`src/rtl/generational_slot_map_defines.svh`:
```
// Assertion macros shared by the slot map RTL.
// Each macro takes a label, a trigger condition and an expected condition.
// The module that uses them must have signals named clk and rst.
`ifndef GENERATIONAL_SLOT_MAP_DEFINES_SVH
`define GENERATIONAL_SLOT_MAP_DEFINES_SVH

// The expected condition holds in the same cycle as the trigger.
`define GSM_ASSERT_SAME(label, trig, expect_c) \
  label: assert property (@(posedge clk) disable iff (rst) (trig) |-> (expect_c)) \
    else $error("%m: same-cycle check failed");

// The expected condition holds in the cycle after the trigger.
`define GSM_ASSERT_NEXT(label, trig, expect_c) \
  label: assert property (@(posedge clk) disable iff (rst) (trig) |=> (expect_c)) \
    else $error("%m: next-cycle check failed");

`endif

```
`src/rtl/gsm_pkg.sv`:
```
`default_nettype none

package gsm_pkg;

  // Fixed field widths of the handle and result words.
  localparam int OP_W     = 2;
  localparam int IDX_W    = 10;
  localparam int GEN_W    = 32;
  localparam int STATUS_W = 2;

  // Operation codes carried in the opcode field.
  typedef enum logic [OP_W-1:0] {
    OP_CREATE  = 2'd0,
    OP_LOOKUP  = 2'd1,
    OP_DESTROY = 2'd2,
    OP_UNUSED  = 2'd3
  } op_t;

  // Result status codes.
  typedef enum logic [STATUS_W-1:0] {
    ST_OK   = 2'd0,
    ST_FULL = 2'd1,
    ST_BAD  = 2'd2
  } status_t;

  // Sequencer states.
  typedef enum logic [1:0] {
    S_IDLE,
    S_POP,
    S_EXEC
  } seq_state_t;

  // Control from the sequencer to the datapath.
  typedef struct packed {
    logic ready;  // a new transaction may be taken
    logic pop;    // freed-stack read data is valid this cycle
    logic fire;   // table data is valid and the result is committed
  } seq_ctrl_t;

endpackage

`default_nettype wire

```
`src/rtl/gsm_seq.sv`:
```
`default_nettype none

module gsm_seq (
  input  wire logic    clk,
  input  wire logic    rst,
  input  wire logic    in_valid,
  input  wire logic    pop_req,
  input  wire logic    out_busy,
  output gsm_pkg::seq_ctrl_t ctrl
);

  import gsm_pkg::*;

  seq_state_t state;
  seq_state_t state_next;

  // State register.
  always_ff @(posedge clk) begin
    if (rst) begin
      state <= S_IDLE;
    end else begin
      state <= state_next;
    end
  end

  // Next state: a create that reuses a freed slot passes through S_POP to
  // fetch the slot number before the table can be read.
  always_comb begin
    state_next = state;
    unique case (state)
      S_IDLE: begin
        if (in_valid) begin
          state_next = pop_req ? S_POP : S_EXEC;
        end
      end
      S_POP: begin
        state_next = S_EXEC;
      end
      S_EXEC: begin
        if (!out_busy) begin
          state_next = S_IDLE;
        end
      end
      default: begin
        state_next = S_IDLE;
      end
    endcase
  end

  // Outputs decoded from the current state; fire also needs the output free.
  always_comb begin
    ctrl = '0;
    unique case (state)
      S_IDLE: ctrl.ready = 1'b1;
      S_POP:  ctrl.pop   = 1'b1;
      S_EXEC: ctrl.fire  = !out_busy;
      default: ctrl = '0;
    endcase
  end

endmodule

`default_nettype wire

```
`config.mk`:
```
export PLATFORM = sky130hd
export DESIGN_NAME = gsm_seq
export DESIGN_NICKNAME = d
export VERILOG_FILES = /design/src/rtl/generational_slot_map_defines.svh /design/src/rtl/gsm_pkg.sv /design/src/rtl/gsm_seq.sv
export SDC_FILE = /design/constraint.sdc
export NUM_CORES = 1
export LEC_CHECK = 0
export BUFFER_PORTS_ARGS = -buffer_cell sky130_fd_sc_hd__buf_2
export CAP_MARGIN = 15
export CORE_AREA = 8 8 45 47
export DETAILED_ROUTE_END_ITERATION = 16
export DIE_AREA = 0 0 53 55
export GPL_ROUTABILITY_DRIVEN = 0
export PLACE_DENSITY = 0.35
export SLEW_MARGIN = 20
export SYNTH_ARGS = -nofsm -noshare
export SYNTH_HDL_FRONTEND = slang
export SYNTH_SLANG_ARGS = --single-unit
```
`constraint.sdc`:
```
create_clock -name clk -period 1.78 [get_ports clk]
set_input_delay 0.267 -clock clk [delete_from_list [all_inputs] [get_ports clk]]
set_output_delay 0.267 -clock clk [all_outputs]
set_load 0.05 [all_outputs]
```
# After elaboration in Yosys (flattened, before gate mapping)
# Cells that the tools add are included.
# W data, S select, Z words.
[totals] reg_bits=2 input_bits=5
[classes] eq_ne=4 muxes=7 reduce_logical=3
[op_table] cell="$mux W2" count=3
[op_table] cell="$pmux W2 S3" count=1
[op_table] cell="$ne A2 B2 Y1 const B" count=2
[op_table] cell="$mux W1" count=3
[op_table] cell="$eq A2 B1 Y1 const B" count=1
[op_table] cell="$eq A2 B2 Y1 const B" count=1
[op_table] cell="$logic_not A2 Y1" count=1
[op_table] cell="$reduce_and A2 Y1" count=1
[op_table] cell="$logic_not A1 Y1" count=1

# Depth between registers and ports, before layout
# Gate-level depths: netlist of the first run.
[depth] word_depth=3 ltp_mapped=3 mapped_depth_nobuf=3

# Worst setup path before layout of the first run
# OpenSTA, ideal clock, no wires.
[synth_path] path_kind="reg2out" start="register state[1]" end="output ctrl[0] in the netlist's numbering" t_arrival_ns=1.218 t_required_ns=1.513 setup_slack_ns=0.295 path_stages_with_launch=3 n_path_buf=0 path_cell_list="dfxtp_1 > or2b_1 > nor2_1"
[synth_rtl] item="from (decl)" line_no="gsm_seq.sv:14" text="seq_state_t state;"
[synth_rtl] item="from (signal assigned)" line_no="gsm_seq.sv:22" text="state <= state_next;"
[synth_rtl] item="to (decl)" line_no="gsm_seq.sv:9" text="output gsm_pkg::seq_ctrl_t ctrl"

==> results of run 1 <==
## through the flow
| stage | std cells | utilization | hold WS [ns] | area [um2] |
|---|---|---|---|---|
| global placement | 35 | 0.109 | 0.463 | 151 |
| finish | 38 | 0.126 | 0.238 | 174 |
| CTS | 38 | 0.126 | 0.220 | 174 |
| detailed placement | 35 | 0.109 | 0.461 | 151 |
| floorplan | 12 | - | 0.339 | 96.3 |
| global route | 38 | 0.126 | 0.240 | 174 |
## final cells by class
class / count / share of cell area
sequential: 2 / 0.230
multi-input combinational: 9 / 0.302
clock buffer: 3 / 0.129
inverter: 1 / 0.0216
tap: 16 / 0.115
timing repair buffer: 7 / 0.201
## per-layer routing
metal  track usage  vias up
met5             0        -
met4        0.0388        0
met3        0.0348        0
met2        0.0137        8
met1        0.0318       38
li1              -       62
## placed cells by master (no fill, tap or decap)
cell and instances:
nand2b_1 1, buf_2 7, a21oi_1 1, inv_1 1
nor2_1 3, and2b_2 1, clkbuf_4 3, or2b_1 1
dfxtp_1 2, o32ai_1 1, nand3_1 1
## kinds of logic (layout without fill, tap and decap cells)
logic type / after synthesis / count (layout) / synth area share
buf+inv: 1 / 11 / 0.0389
simple gates: 7 / 7 / 0.403
compound gates: 2 / 2 / 0.143
flops: 2 / 2 / 0.416
## power by group through the flow
stage | clock network, uW | logic, uW | registers [uW]
6_report | 98.6 | 37.4 | 50.4
5_1_grt | 111 | 40.3 | 51.1
4_1_cts | 107 | 37.8 | 50.4
3_5_place_dp | 0 | 37.6 | 51.0
3_3_place_gp | 0 | 38.1 | 50.9
2_1_floorplan | 0 | 26.1 | 50.5
## worst max path at each step
stage / start / end / slack [ns] / cells past startpoint
floorplan: state[1] / ctrl[0] / 0.30 / 2
global placement: state[1] / ctrl[0] / 0.56 / 3
detailed placement: state[1] / ctrl[0] / 0.58 / 3
CTS: state[1] / ctrl[0] / 0.33 / 3
global route: state[1] / ctrl[0] / 0.27 / 3
finish: state[1] / ctrl[0] / 0.35 / 3
## critical path, delay by kind of cell (launching register included)
kind                   cells  cell delay, ns
AND/OR/NAND/NOR            2            0.34
buffers and inverters      1            0.26
flip-flops                 1            0.34
==> flow_metrics.env, run 1 <==
export IMPL_status="completed"
export IMPL_synthArstFlopShare=0
export IMPL_port_buffers=7
export IMPL_grt_pass1_vias=116
export IMPL_finalHoldViolCount=0
export IMPL_netlist_area_leader_share=0.416
export IMPL_path_class="flop to output pin"
export IMPL_ant_nets=0
export IMPL_synth_seq_cells=2
export IMPL_final_max_slew_viol_count=0
export IMPL_fp_coreArea_um2=1380
export IMPL_path_cells="or2b_1, nor2_1, buf_2"
export IMPL_clkSlewWorstSetupHoldPaths_ns=0.03
export IMPL_grt_pass1_wl_um=483
export IMPL_critical_path_max_stage_delay_ns=0.34
export IMPL_worstPathMaxFanout=4
export IMPL_dr_wl_met2_um=74
export IMPL_track_usage=0.0273
export IMPL_power_density_nw_per_um2=1070
export IMPL_postCtsSetupRepairBufs=0
export IMPL_largest_reg_flops=2
export IMPL_finalSetupViolCount=0
export IMPL_final_nets=29
export IMPL_ir_worst_vdd_mv=0.142
export IMPL_finClkSkew_ns=0.00295
export IMPL_synth_commonest_cells="nor2_1, dfxtp_1"
export IMPL_multi_input_area_um2=52.6
export IMPL_setup_tns_ns=0
export IMPL_r2r_end="state[1]"
export IMPL_worst_r2r_path_depth=2
export IMPL_rrSetupSlack_ns=0.99
export IMPL_setup_ws_ns=0.346
export IMPL_syn_nets=17
export IMPL_syn_to_final_growth_pct=80.5
export IMPL_min_from="rst"
export IMPL_hold_class="input pin to flop"
export IMPL_power_switching_uw=52.2
export IMPL_syn_area_per_cell_um2=8.03
export IMPL_fin_crit_sh=0.806
export IMPL_htree_levels=1
export IMPL_swShare=0.280
export IMPL_reg_top3="state: 2 flops"
export IMPL_cts_root_buf="clkbuf_4"
export IMPL_clockBufferDepth=2
export IMPL_dr_first_iter_drc_count=2
export IMPL_viasPerCell=2.84
export IMPL_critPathCaptureType="output pin"
export IMPL_p_leak_uw=0.0000848
export IMPL_start_util=0.0696
export IMPL_seq_area_frac_synth=0.416
export IMPL_crit_arrival_ns=1.17
export IMPL_yosys_most_used_dff="dfxtp_1"
export IMPL_io_pins=8
export IMPL_seqPwrFrac=0.270
export IMPL_post_place_ws_ns=0.576
export IMPL_regArea_um2=40.0
export IMPL_syn_area_um2=96.3
export IMPL_cts_num_sinks=2
export IMPL_clk_latency_ns=0.22
export IMPL_intPower_uw=134
export IMPL_ctsHoldBuffers=0
export IMPL_wl_met3_um=60
export IMPL_yosys_area_top_type="dfxtp_1"
export IMPL_synth_edff_count=0
export IMPL_fp_dieH_um=55
export IMPL_firstDrtPassIters=2
export IMPL_cts_tree="built"
export IMPL_rows=14
export IMPL_grt_max_degree=5
export IMPL_highest_layer="met3"
export IMPL_routedWlPerCell_um=8.24
export IMPL_synth_area_leaders="dfxtp_1, nor2_1, and2b_2"
export IMPL_tightest_slew_ns=0.256
export IMPL_hpwl_um=246
export IMPL_cp_start_kind="flop"
export IMPL_yosysWarnings=0
export IMPL_rsz0062_at_grt="false"
export IMPL_fill_cells=164
export IMPL_grt_ovfl_total=0
export IMPL_chipWidth_um=53
export IMPL_synthCells=12
export IMPL_slew_headroom=0.830
export IMPL_p_total_uw=187
export IMPL_yosysMostFrequentCell="nor2_1"
export IMPL_pwr_share_comb=0.201
export IMPL_top_register="state"
export IMPL_die_area_um2=2920
export IMPL_num_vias=108
export IMPL_synth_cell_type_count=9
export IMPL_worstHoldEndpoint="state[0]"
export IMPL_drive_gt1_frac=0.500
export IMPL_cts_resized=0
export IMPL_required_ns=1.51
export IMPL_fin_crit_ns=1.43
export IMPL_antenna_found_initial=0
export IMPL_fmax_mhz=697
export IMPL_holdPathStages=2
export IMPL_clkPwrFrac=0.529
export IMPL_drc=0
export IMPL_reg2reg_from="state[1]"
export IMPL_cts_buffers=3
export IMPL_drt_met1_wl_um=179
export IMPL_max_cap_violations=0
export IMPL_routed_wl_um=313
export IMPL_num_antenna_cells=0
export IMPL_crit_path_top_delay_cell="dfxtp_1"
Note: power is estimated with default switching activity, not from simulation.
==> run 2: changes to the inputs <==
--- a/config.mk
+++ b/config.mk
@@ -11,7 +11,7 @@
 export DETAILED_ROUTE_END_ITERATION = 16
 export DIE_AREA = 0 0 53 55
 export GPL_ROUTABILITY_DRIVEN = 0
-export PLACE_DENSITY = 0.35
+export PLACE_DENSITY = 0.36
 export SLEW_MARGIN = 20
 export SYNTH_ARGS = -nofsm -noshare
 export SYNTH_HDL_FRONTEND = slang
==> constraint.sdc (replaced) <==
create_clock -name clk -period 1.25 [get_ports clk]
set_input_delay 0.1875 -clock clk [delete_from_list [all_inputs] [get_ports clk]]
set_output_delay 0.1875 -clock clk [all_outputs]
set_load 0.05 [all_outputs]
==> run 2 against run 1 <==
Compared with the run above:
- first-iteration DRC count unchanged
- final area up 12%
- the flow now finishes with violations (negative setup slack)
- global-route usage is 0.44 points higher
- clock power is 44% higher
- power up 48%
- critical path depth unchanged
- largest cell class unchanged
- via count is 8.3% higher
==> flow_metrics.env, run 2 (synthesized netlist as in run 1, its figures left out) <==
export IMPL_cts_root_buf="clkbuf_4"
export IMPL_fill_cells=161
export IMPL_cts_buffers=3
export IMPL_grt_pass1_vias=138
export IMPL_finalSetupViolCount=1
export IMPL_reg_top3="state: 2 flops"
export IMPL_chipWidth_um=53
export IMPL_path_cells="or2b_1, nor2_2, buf_6"
export IMPL_critPathCaptureType="output pin"
export IMPL_violations="negative setup slack"
export IMPL_viasPerCell=3.00
export IMPL_power_density_nw_per_um2=1420
export IMPL_path_class="flop to output pin"
export IMPL_p_leak_uw=0.0000907
export IMPL_largest_reg_flops=2
export IMPL_layout_commonest_cell="buf_2"
export IMPL_grt_ovfl_total=0
export IMPL_setup_tns_ns=-0.0136
export IMPL_placed_cells=35
export IMPL_max_cap_violations=0
export IMPL_routedWlPerCell_um=8.87
export IMPL_hpwl_um=284
export IMPL_io_pins=8
export IMPL_final_nets=30
export IMPL_clkSlewWorstSetupHoldPaths_ns=0.03
export IMPL_layout_common_cells="buf_2, clkbuf_4, nor2_2"
export IMPL_setup_ws_ns=-0.0136
export IMPL_grt_max_degree=5
export IMPL_final_max_slew_viol_count=0
export IMPL_fmax_mhz=791
export IMPL_rows=14
export IMPL_routed_wl_um=346
export IMPL_track_usage=0.0316
export IMPL_htree_levels=1
export IMPL_status="finished with violations"
export IMPL_clk_latency_ns=0.22
export IMPL_firstDrtPassIters=4
export IMPL_fin_crit_sh=1.01
export IMPL_cts_tree="built"
export IMPL_ant_nets=0
export IMPL_top_register="state"
export IMPL_grt_pass1_wl_um=572
export IMPL_die_area_um2=2920
export IMPL_fp_coreArea_um2=1380
export IMPL_ir_worst_vdd_mv=0.273
export IMPL_rsz0062_at_grt="true"
export IMPL_drc=0
export IMPL_fin_crit_ns=1.26
export IMPL_hold_class="input pin to flop"
export IMPL_num_antenna_cells=0
export IMPL_cts_num_sinks=2
export IMPL_worst_r2r_path_depth=3
export IMPL_crit_path_top_delay_cell="dfxtp_2"
export IMPL_cp_start_kind="flop"
export IMPL_drive_gt1_frac=0.652
export IMPL_finalHoldViolCount=0
export IMPL_port_buffers=7
export IMPL_critical_path_max_stage_delay_ns=0.34
export IMPL_ctsHoldBuffers=0
export IMPL_finClkSkew_ns=0.000122
export IMPL_required_ns=1.06
export IMPL_instances_no_fill=39
export IMPL_tightest_slew_ns=0.253
export IMPL_fp_dieH_um=55
export IMPL_slew_headroom=0.832
export IMPL_clockBufferDepth=2
export IMPL_syn_to_final_growth_pct=101
export IMPL_worstPathMaxFanout=4
export IMPL_dr_first_iter_drc_count=2
export IMPL_start_util=0.0696
export IMPL_antenna_found_initial=0
export IMPL_holdPathStages=2
export IMPL_num_vias=117
export IMPL_crit_arrival_ns=1.08
## run 2: final timing paths
path,startpoint,to,slack (ns)
setup / recovery,state[1],ctrl[0],-0.01
hold reg to reg,state[1],state[1],0.47
hold / removal,rst,state[0],0.15
setup reg to reg,state[1],state[1],0.34
## run 2: critical path: cells and delay by family (launching register included)
family                 cells  cell delay, ns
flip-flops                 1            0.34
AND/OR/NAND/NOR            2            0.35
buffers and inverters      1            0.16
## run 2: metrics by stage
stage               hold slack, ns   util  area (um2)  worst slack [ns]  power (uW)
floorplan                    0.260      -         101            0.0451         111
CTS                          0.141  0.140         194           -0.0322         290
global route                 0.155  0.140         194           -0.0810         302
global placement             0.381  0.113         156            0.0900         130
finish                       0.153  0.140         194           -0.0136         276
detailed placement           0.384  0.113         156            0.0996         129
## run 2: final cells by class
cell class / count / area (um2) / share of cell area
clock buffer: 3 / 22.5 / 0.116
inverter: 1 / 3.75 / 0.0194
sequential: 2 / 41.3 / 0.213
tap: 16 / 20.0 / 0.103
multi-input combinational: 9 / 57.6 / 0.297
timing repair buffer: 8 / 48.8 / 0.252
## run 2: what timing repair did
action,in CTS,in global routing
resized for setup,3,0
setup buffers,1,0
endpoints found under the hold margin,0,0
endpoints found under the setup margin,1,1
## run 2: power breakdown
part           leakage (uW)  internal (uW)  switching, uW  total, uW
clock network     0.0000138            106           36.5        142
registers         0.0000168           69.1           3.89       73.0
logic             0.0000601           22.6           38.0       60.6
## run 2: routing by layer
| layer | global-route usage | share of wire | vias to the layer above |
|---|---|---|---|
| met2 | 0.0273 | 0.27 | 8 |
| met5 | 0 | 0 | - |
| met1 | 0.0318 | 0.51 | 45 |
| met3 | 0.0374 | 0.21 | 0 |
| li1 | - | - | 64 |
| met4 | 0.0388 | 0 | 0 |
