## src/rtl/generational_slot_map_defines.svh

```systemverilog
// Assertion macros shared by the slot map RTL.
// Each macro takes a label, a trigger condition and an expected condition.
// The module that uses them must have signals named clk and rst.
`ifndef GENERATIONAL_SLOT_MAP_DEFINES_SVH
`define GENERATIONAL_SLOT_MAP_DEFINES_SVH

// The expected condition holds in the same cycle as the trigger.
`define GSM_ASSERT_SAME(label, trig, expect_c) \
  label: assert property (@(posedge clk) disable iff (rst) (trig) |-> (expect_c)) \
    else $error("%m: same-cycle check failed");

// The expected condition holds in the cycle after the trigger.
`define GSM_ASSERT_NEXT(label, trig, expect_c) \
  label: assert property (@(posedge clk) disable iff (rst) (trig) |=> (expect_c)) \
    else $error("%m: next-cycle check failed");

`endif

```

## src/rtl/gsm_ram.sv

```systemverilog
`default_nettype none

module gsm_ram #(
  parameter int WIDTH = 8,
  parameter int DEPTH = 16
) (
  input  wire logic                     clk,
  input  wire logic                     wr_en,
  input  wire logic [$clog2(DEPTH)-1:0] wr_addr,
  input  wire logic [WIDTH-1:0]         wr_data,
  input  wire logic                     rd_en,
  input  wire logic [$clog2(DEPTH)-1:0] rd_addr,
  output logic      [WIDTH-1:0]         rd_data
);

  logic [WIDTH-1:0] mem [DEPTH];

  // One write port and one registered read port.
  always_ff @(posedge clk) begin
    if (wr_en) begin
      mem[wr_addr] <= wr_data;
    end
    if (rd_en) begin
      rd_data <= mem[rd_addr];
    end
  end

endmodule

`default_nettype wire

```

## config.mk

```make
export PLATFORM = sky130hd
export DESIGN_NAME = gsm_ram
export DESIGN_NICKNAME = d
export VERILOG_FILES = /design/src/rtl/generational_slot_map_defines.svh /design/src/rtl/gsm_ram.sv
export SDC_FILE = /design/constraint.sdc
export NUM_CORES = 1
export LEC_CHECK = 0
export ABC_AREA = 1
export BUFFER_PORTS_ARGS = -buffer_cell sky130_fd_sc_hd__clkbuf_2
export CAP_MARGIN = 40
export CORE_MARGIN = 1.5
export CORE_UTILIZATION = 55
export DETAILED_ROUTE_END_ITERATION = 8
export GPL_TIMING_DRIVEN = 0
export PLACE_DENSITY_LB_ADDON = 0.12
export SLEW_MARGIN = 5
export SYNTH_ARGS = -nofsm -noshare
export SYNTH_HDL_FRONTEND = slang
export SYNTH_SLANG_ARGS = --single-unit
```

## constraint.sdc

```tcl
create_clock -name clk -period 1 [get_ports clk]
set_input_delay 0.1 -clock clk [delete_from_list [all_inputs] [get_ports clk]]
set_output_delay 0.1 -clock clk [all_outputs]
set_load 0.1 [all_outputs]
```

After elaboration in Yosys (flattened, before gate mapping). Memories as Yosys holds them, arrays and structs flattened. A register that Yosys moved wholly into a read port is not among the register bits. Index checks and enable logic that the tools add are counted. W data, S select, Z words.

Register bits after elaboration: 0. Memory bits (writable): 128. Input port bits: 19. Output and inout port bits: 8. Logic and storage cells: 3. Memories kept: 1.

Muxes and demuxes: 2.

Memory list: mem (words 16, bits a word 8, rd ports 1, clocked after Yosys merged registers in 1, wr ports 1, RTL line gsm_ram.sv:16) `logic [WIDTH-1:0] mem [DEPTH];`.

Operators with widths (count): $mux W1 (2).

Depth between registers and ports, before layout. Gate-level depths: netlist of the first run.

Word-level depth: 2. Mapped depth: 8. Gate-level depth less buffers: 7.

Worst setup path after synthesis of the first run. No wires, ideal clock.

Kind: in2reg. Start point: in wr_addr[3]. End point: mem mem[4][0], enable pin. Library setup time: 370 ps. Arrival: 681 ps. Setup slack: -51 ps. Stages: 2. Path buffers: 0. Cell sequence: nand3b_1 > nor2_1.

RTL lines: start, declared (RTL line gsm_ram.sv:9) `input wire logic [$clog2(DEPTH)-1:0] wr_addr,`; end, declared (RTL line gsm_ram.sv:16).

No word-level cell before the write port.

Final worst setup path of the first run.
Start point: reg rd_data[1], read port of mem. End point: out rd_data[1].

RTL lines: start, declared (RTL line gsm_ram.sv:13) `output logic [WIDTH-1:0] rd_data`.

No word-level cell between the ends.

==> results.cfg, run 1 <==
[clock_tree]
cts_buffers = 17
htreeDepth = 4
postCtsSetupRepairBufs = 0
clockBufferDepth = 2
cts_root_buf = clkbuf_8
cts.sinks = 136
cts_tree = yes
clkTransAtPathRegs_ps = 70
clk_latency_ps = 530

[critical_path]
crit_type = flop to output port
reg2reg_depth = 6
crit_slowest_cell = edfxtp_1
crit_path_start_kind = flop
r2r_slack_ps = -90
reg2reg_to = rd_data[0]$_DFFE_PP_
cp-end-kind = output port
worst_path_dominant_cell_family = flip-flops
cp.required_ps = 900
worst-path-buf-inv = 1
crit_cells = 1
path_cells = buf_8
cp.arrival_ps = 1150
r2r_start = mem[0][0]$_DFFE_PP_
crit_fanout = 1
slowest_delay_ps = 420

[worst_hold_path]
worstHoldPathCells = 1
worstHoldStart = wr_data[6]
min_path_type = input port to flop
worstHoldEndpoint = mem[10][6]$_DFFE_PP_

[grt]
grt_max_degree = 17
grt_pass1_vias = 3868
grt_pass1_wl_um = 21500
track_usage_pct = 26.8
antenna_found_initial = 0
grt_overflow = 0

[outcome]
status = complete, but fails checks
failed_checks = negative setup slack

[sta]
clock_skew_ps = 4.66
fin_crit_ps = 1250
max_freq_mhz = 798
rsz0062_at_grt = yes
hold-worst-slack_ps = 60.7
finalCritPeriodShare_pct = 125
setup_violations = 16
drv_slew = 0
setup_slack_ps = -253
slew_headroom_pct = 53.5
worst_slew_pin_slew_ps = 695
timing.final.hold_violations = 0

[die]
initial_core_util_pct = 56.6
die_w_um = 106
die_h_um = 106
ios = 27
dieArea_mm2 = 0.0113
core_mm2 = 0.0103
rows = 37

[drt]
via_per_inst = 5.41
avgRoutedWirePerCell_um = 18.9
dr_total_vias = 4037
ant_nets = 0
drc_errors = 0
wirelength_um = 14100
drtIter0Drc = 404
drtPass1Iterations = 5

[yosys]
synthAdderAreaFrac_pct = 0
ys_ff_latch = 136
syn_inst = 551
yosysMostFrequentCell = nand2_1
synth.area.mux_share_pct = 0
synth_common_cells = nand2_1 (173), edfxtp_1 (136), inv_1 (100)
yosys.area_share.simple_pct = 20.8
synth.top_cell.area_share_pct = 69.8
yosysSeqAreaShare_pct = 69.8
ys_warn_count = 0
synth_ff_type = edfxtp_1
synth_area_leader_cell = edfxtp_1
synth_compound_area_share_pct = 0
netlist_area_mm2 = 0.00585
yosys.cell_types.count = 11
syn_avg_cell_area_um2 = 10.6
synth-async-reset-ratio_pct = 0
synth_top_family_by_area = simple AND/OR/NAND/NOR gates
synthXorXnorAreaFrac_pct = 0
synth_edf_count = 136
synth.area.top_cells = edfxtp_1 (70%), nand2_1 (11%), nand3_1 (8.3%)
synth_nets = 570

[finish]
drive_gt1_share_pct = 27.9
fin_nets = 616
antennaDiodeCount = 0
fin_area_mm2 = 0.00719
post-route-util_pct = 69.6
syn2layout_area_growth_pct = 22.9

[placed_design]
pre_cts_slack_ps = -565
gp_congestion = 0.832
portBuffers = 23
placed_cell_area_mm2 = 0.00616
dp_hpwl_um = 8910

[power_and_ir_drop]
power_leakage_nw = 3.06
power_density_mw_per_mm2 = 1920
irDropWorstVdd_mv = 1.34

[flow_run]
drv_cap = 0
placed cells by master (no fill, tap or decap), types with 6 or more instances in the layout:
master,count
buf_4,7
buf_2,13
nor2_1,8
buf_8,8
clkbuf_2,15
inv_1,100
clkinvlp_4,6
buf_6,6
nand3_2,57
edfxtp_1,136
nand2_1,152
inv_6,7
nand2_2,21
nor2_2,9
clkbuf_16,16
nand3_1,40
metrics by stage:
step | cells | setup TNS, ps | power (mW)
3_5_place_dp | 713 | -46660 | 7.58
6_report | 746 | -2450 | 13.8
4_1_cts | 746 | -2650 | 13.7
2_1_floorplan | 551 | -4150 | 7.22
3_3_place_gp | 710 | -54300 | 7.56
5_1_grt | 746 | -3160 | 14.1
repair_timing:
| item | CTS | global route |
|---|---|---|
| endpoints found under the hold margin | 8 | 0 |
| gates resized for setup | 50 | 58 |
| endpoints found under the setup margin | 24 | 51 |
| hold buffers | 1 | 0 |
| pin swaps | 35 | 34 |
| cloned | 0 | 0 |
report_power, final:
part / total (mW) / internal, mW / switching (mW)
Combinational: 1.21 / 0.343 / 0.865
Clock: 6.12 / 3.60 / 2.52
Sequential: 6.47 / 6.42 / 0.0423
layout make-up:
type,instances,area (µm²)
clock inverters,15,166
plain buffers,24,166
well taps,136,170
fillers,734,3140
multi-input cells,289,1570
flip-flops and latches,136,4080
repair buffers,27,228
inverters,102,383
clock buffers,17,414
cells by family (layout without fill, tap and decap cells):
logic type    after synthesis  count (layout)
flops                     136             136
simple gates              289             289
buf+inv                   126             185
worst max path at each step:
stage,endpoint,slack (ps),from
2_1_floorplan,mem[10][0]$_DFFE_PP_,-50,wr_addr[2]
3_3_place_gp,mem[7][5]$_DFFE_PP_,-620,wr_addr[3]
3_5_place_dp,mem[8][0]$_DFFE_PP_,-560,wr_addr[2]
4_1_cts,rd_data[1],-300,rd_data[1]$_DFFE_PP_
5_1_grt,rd_data[1],-290,rd_data[1]$_DFFE_PP_
6_report,rd_data[1],-250,rd_data[1]$_DFFE_PP_
routing by layer:
metal | global-route usage, % | wire [µm] | up-vias
met1 | 38.3 | 6220 | 1936
met4 | 10.8 | 330 | 0
li1 | - | - | 1876
met2 | 40.3 | 6340 | 195
met5 | 0 | 0 | -
met3 | 5.95 | 1170 | 30
sequential cells by signal, summed over array words and instances, names as in the netlist:
register / flops
rd_data: 8
mem: 128
Power figures use the tool's default switching activity.
==> run 2: changes to the inputs <==
--- a/config.mk
+++ b/config.mk
@@ -5,11 +5,11 @@
 export SDC_FILE = /design/constraint.sdc
 export NUM_CORES = 1
 export LEC_CHECK = 0
-export ABC_AREA = 1
+export ABC_AREA = 0
 export BUFFER_PORTS_ARGS = -buffer_cell sky130_fd_sc_hd__clkbuf_2
 export CAP_MARGIN = 40
 export CORE_MARGIN = 1.5
-export CORE_UTILIZATION = 55
+export CORE_UTILIZATION = 54
 export DETAILED_ROUTE_END_ITERATION = 8
 export GPL_TIMING_DRIVEN = 0
 export PLACE_DENSITY_LB_ADDON = 0.12
==> run 2 against run 1 <==
- the run still ends with negative setup slack left
- area after synthesis shrank 11%
- clock-buffer cell count grew 1
- clock skew grew 4.9 ps
- register-to-register slack got worse by 370 ps
- setup slack got worse by 200 ps
- combinational power down 22%
- hold slack got worse by 36 ps
- largest cell class unchanged
- highest routed layer unchanged
==> results.cfg, run 2 <==
[outcome]
status = complete, but fails checks
failed_checks = negative setup slack

[die]
ios = 27
die_h_um = 101
dieArea_mm2 = 0.0103
initial_core_util_pct = 56.0
die_w_um = 101
core_mm2 = 0.00933
rows = 35

[yosys]
synth_edf_count = 136
ys_ff_latch = 136
synth_area_leader_cell = edfxtp_1
synth.top_cell.area_share_pct = 78.1
synth.area.top_cells = edfxtp_1 (78%), mux4_2 (7.8%), mux4_1 (7.0%)
yosysMostFrequentCell = edfxtp_1
yosysSeqAreaShare_pct = 78.1
syn_avg_cell_area_um2 = 22.8
synth_common_cells = edfxtp_1 (136), mux4_2 (18), a22oi_1 (16)
ys_warn_count = 0
synth_nets = 248
syn_inst = 229
yosys.cell_types.count = 18
netlist_area_mm2 = 0.00523
synth_ff_type = edfxtp_1
synth-async-reset-ratio_pct = 0

[critical_path]
reg2reg_depth = 3
crit_fanout = 1
r2r_slack_ps = -460
r2r_start = mem[6][7]$_DFFE_PP_
path_cells = mux4_2, a22oi_2, nand2_1
cp.arrival_ps = 1710
slowest_delay_ps = 490
crit_type = flop to flop
crit_slowest_cell = mux4_2
reg2reg_to = rd_data[7]$_DFFE_PP_
cp-end-kind = flop
cp.required_ps = 1250
crit_path_start_kind = flop
endpoint = rd_data[7]$_DFFE_PP_
crit_start = mem[6][7]$_DFFE_PP_

[sta]
clock_skew_ps = 9.52
setup_slack_ps = -456
setup_violations = 16
fin_crit_ps = 1460
worst_slew_pin_slew_ps = 816
timing.final.hold_violations = 0
slew_headroom_pct = 45.4
rsz0062_at_grt = yes
max_freq_mhz = 687
finalCritPeriodShare_pct = 146
drv_slew = 0

[drt]
dr_total_vias = 2364
avgRoutedWirePerCell_um = 23.2
drtIter0Drc = 146
wirelength_um = 9650
via_per_inst = 5.68
ant_nets = 0
drtPass1Iterations = 4
drc_errors = 0

[grt]
grt_overflow = 0
grt_pass1_wl_um = 14600
grt_max_degree = 17
antenna_found_initial = 0
grt_pass1_vias = 2457
track_usage_pct = 21.3

[clock_tree]
clkTransAtPathRegs_ps = 60
cts.sinks = 136
cts_tree = yes
cts_root_buf = clkbuf_8
htreeDepth = 4
clk_latency_ps = 520
cts_buffers = 17
clockBufferDepth = 2

[finish]
fin_area_mm2 = 0.00628
regMostFlops = mem
layout_commonest_cell = edfxtp_1
fin_nets = 294
fill_cells = 620
post-route-util_pct = 67.4
layout_common_cells = edfxtp_1 (136), mux4_2 (32), clkbuf_16 (16), clkbuf_2 (16), a22oi_1 (10)
reg_top3 = mem x128, rd_data x8
antennaDiodeCount = 0
fin_cells = 416
syn2layout_area_growth_pct = 20.2
drive_gt1_share_pct = 41.8
largest_register_ffs = 128

[placed_design]
dp.cells = 383
placed_cell_area_mm2 = 0.00560
gp_congestion = 0.708
dp_hpwl_um = 5890
portBuffers = 25

[flow_run]
drv_cap = 0

[power_and_ir_drop]
power_leakage_nw = 2.03
power_density_mw_per_mm2 = 2050
irDropWorstVdd_mv = 0.999

[worst_hold_path]
worstHoldStart = wr_data[6]
min_path_type = input port to flop
run 2: cell types whose count changed in the layout (fill, tap and decap cells not counted), moves of 21 or more:
cell     change
nand3_2     -57
nand3_1     -39
nand2_2     -21
nand2_1    -143
inv_1      -100
mux4_2      +32
run 2: cell families (layout without fill, tap and decap cells):
group | Yosys count | after routing | synth area share (%)
compound gates | 16 | 16 | 2.30
buf+inv | 10 | 68 | 1.65
flops | 136 | 136 | 78.1
mux | 32 | 32 | 14.8
simple gates | 35 | 35 | 3.14
run 2: critical path: cells and delay by family, from the launching register on:
| kind | cells | cell delay, ps |
|---|---|---|
| multiplexers | 1 | 490 |
| AO/OA/AOI/OAI | 1 | 230 |
| AND/OR/NAND/NOR | 1 | 110 |
| flip-flops | 1 | 370 |
run 2: worst min-delay path by stage:
stage	endpoint	cells after the start
CTS	mem[14][6]$_DFFE_PP_	1
global placement	rd_data[4]$_DFFE_PP_	1
detailed placement	rd_data[4]$_DFFE_PP_	1
global route	mem[6][6]$_DFFE_PP_	1
floorplan	mem[0][0]$_DFFE_PP_	0
finish	mem[14][6]$_DFFE_PP_	1
run 2: final cells by class:
cell class	count	area (µm²)	share of cell area (%)
tap	129	161	2.57
timing repair buffer	27	241	3.84
clock buffer	18	418	6.65
multi-input combinational	83	1150	18.3
buffer	10	120	1.91
clock inverter	13	109	1.73
sequential	136	4080	65.0
run 2: timing repair:
item / CTS / global route
hold buffers: 1 / 0
pin swaps: 4 / 1
resized for setup: 23 / 14
setup endpoints to repair: 32 / 40
endpoints found under the hold margin: 8 / 0
buffers inserted: 0 / 1
run 2: metal layers:
metal / part of all wire (%) / track usage (%)
met5: 0 / 0
met4: 2.2 / 8.87
met3: 6.2 / 7.38
met2: 49 / 31.3
met1: 43 / 29.7
run 2: through the flow:
step	hold WS (ps)	power (mW)	worst slack, ps	setup TNS (ps)
2_1_floorplan	199	7.15	-300	-9940
3_3_place_gp	457	7.41	-694	-55520
3_5_place_dp	460	7.43	-682	-55940
4_1_cts	23.0	12.9	-430	-5090
5_1_grt	35.6	13.3	-493	-5950
6_report	24.7	12.9	-456	-5000
run 2: power by group:
| part | total (mW) | switching [mW] | internal [mW] |
|---|---|---|---|
| Clock | 5.48 | 2.23 | 3.25 |
| Combinational | 0.938 | 0.594 | 0.344 |
| Sequential | 6.47 | 0.0403 | 6.43 |
| Total | 12.9 | 2.86 | 10.0 |
==> run 3: changes to the inputs <==
--- a/config.mk
+++ b/config.mk
@@ -5,11 +5,11 @@
 export SDC_FILE = /design/constraint.sdc
 export NUM_CORES = 1
 export LEC_CHECK = 0
-export ABC_AREA = 0
+export ABC_AREA = 1
 export BUFFER_PORTS_ARGS = -buffer_cell sky130_fd_sc_hd__clkbuf_2
 export CAP_MARGIN = 40
 export CORE_MARGIN = 1.5
-export CORE_UTILIZATION = 54
+export CORE_UTILIZATION = 45
 export DETAILED_ROUTE_END_ITERATION = 8
 export GPL_TIMING_DRIVEN = 0
 export PLACE_DENSITY_LB_ADDON = 0.12
==> run 3 against run 2 <==
- highest routed layer unchanged
- critical path depth down 2
- die area rose by 33%
- setup slack better by 330 ps
- via count increased by 66%
- sequential power is essentially flat
- power grew 3.3%
- the flow still finishes with violations (negative setup slack)
==> results.cfg, run 3 (synthesis results as in run 1) <==
[clock_tree]
hold_buffers = 0
clockBufferDepth = 2
clk_latency_ps = 420
htreeDepth = 4
clkTransAtPathRegs_ps = 50
postCtsSetupRepairBufs = 0
cts_buffers = 17
cts_tree = yes
cts_root_buf = clkbuf_16
cts.sinks = 136

[outcome]
failed_checks = negative setup slack
status = complete, but fails checks

[critical_path]
crit_fanout = 1
slowest_delay_ps = 410
crit_type = flop to output port
cp-end-kind = output port
crit_slowest_cell = edfxtp_1
cp.arrival_ps = 1030
cp.required_ps = 900
path_cells = buf_8
crit_path_start_kind = flop
worst_path_dominant_cell_family = flip-flops
worst-path-buf-inv = 1

[finish]
drive_gt1_share_pct = 28.4
reg_top3 = mem x128, rd_data x8
layout_commonest_cell = nand2_1
layout_common_cells = nand2_1 (153), edfxtp_1 (136), inv_1 (100)
antennaDiodeCount = 0
regMostFlops = mem
fin_nets = 613
fill_cells = 1087
largest_register_ffs = 128
syn2layout_area_growth_pct = 22.9

[sta]
hold-worst-slack_ps = 70.1
drv_slew = 0
timing.final.hold_violations = 0
setup_slack_ps = -129
finalCritPeriodShare_pct = 113
worst_slew_pin_slew_ps = 603
setup_violations = 16
fin_crit_ps = 1130
slew_headroom_pct = 59.8
max_freq_mhz = 886
clock_skew_ps = 4.42
rsz0062_at_grt = yes

[drt]
dr_total_vias = 3931
ant_nets = 0
drc_errors = 0
drtPass1Iterations = 5
drtIter0Drc = 269
via_per_inst = 5.05
wirelength_um = 14900
avgRoutedWirePerCell_um = 19.1

[die]
dieArea_mm2 = 0.0137
die_w_um = 117
rows = 41
die_h_um = 117
ios = 27
core_mm2 = 0.0127
initial_core_util_pct = 46.1

[grt]
grt_max_degree = 17
grt_overflow = 0
track_usage_pct = 23.6
antenna_found_initial = 0
grt_pass1_wl_um = 22100
grt_pass1_vias = 3724

[placed_design]
gp_congestion = 0.857
pre_cts_slack_ps = -583
dp_hpwl_um = 9470
portBuffers = 23

[power_and_ir_drop]
power_density_mw_per_mm2 = 1850
irDropWorstVdd_mv = 1.08
power_leakage_nw = 3.05

[flow_run]
drv_cap = 0

[worst_hold_path]
min_path_type = input port to flop
## run 3: changes by cell type in the layout (fill, tap and decap cells not counted), moves of 20 or more
cell	change
mux4_2	-32
inv_1	+100
nand2_1	+144
nand3_2	+61
nand2_2	+20
nand3_1	+35
## run 3: final cells by class
| class | count | area, µm² | area share [%] |
|---|---|---|---|
| Sequential cell | 136 | 4080 | 56.8 |
| Multi-Input combinational cell | 289 | 1620 | 22.5 |
| Clock buffer | 20 | 437 | 6.07 |
| Inverter | 102 | 383 | 5.33 |
| Tap cell | 172 | 215 | 2.99 |
| Timing Repair Buffer | 24 | 203 | 2.82 |
| Buffer | 24 | 166 | 2.32 |
| Clock inverter | 11 | 83.8 | 1.17 |
## run 3: final timing paths
path | from | to | slack, ps | cells after the start
setup / recovery | rd_data[6]$_DFFE_PP_ | rd_data[6] | -130 | 1
hold reg to reg | mem[0][1]$_DFFE_PP_ | rd_data[1]$_DFFE_PP_ | 790 | 6
hold / removal | rd_en | rd_data[1]$_DFFE_PP_ | 70 | 1
setup reg to reg | mem[13][4]$_DFFE_PP_ | rd_data[4]$_DFFE_PP_ | -90 | 6
## run 3: repair_timing
item,4_1_cts,5_1_grt
endpoints found under the setup margin,88,31
pin swaps,26,24
gates resized for setup,71,48
cloned,0,0
## run 3: power breakdown
part | total (mW) | leakage (nW) | internal (mW) | switching (mW)
clock | 5.61 | 0.256 | 3.35 | 2.26
sequential | 6.47 | 1.24 | 6.43 | 0.0412
combinational | 1.22 | 1.56 | 0.342 | 0.883
## run 3: layer usage
layer	track usage [%]	up-vias	share of wire, %
met2	34.9	127	46
met3	5.51	19	6.6
li1	-	1867	-
met4	8.51	0	1.7
met1	34.5	1918	45
met5	0	-	0
## run 3: metrics by stage
| step | utilization (%) | power [mW] | std cells | instance area, µm² | setup TNS (ps) |
|---|---|---|---|---|---|
| finish | 56.7 | 13.3 | 778 | 7190 | -1520 |
| global route | 56.7 | 13.7 | 778 | 7190 | -2460 |
| CTS | 55.3 | 13.2 | 778 | 7010 | -1600 |
| detailed placement | 48.9 | 7.60 | 747 | 6190 | -57920 |
| global placement | 48.8 | 7.58 | 746 | 6180 | -58390 |
| floorplan | - | 7.22 | 551 | 5850 | -4150 |
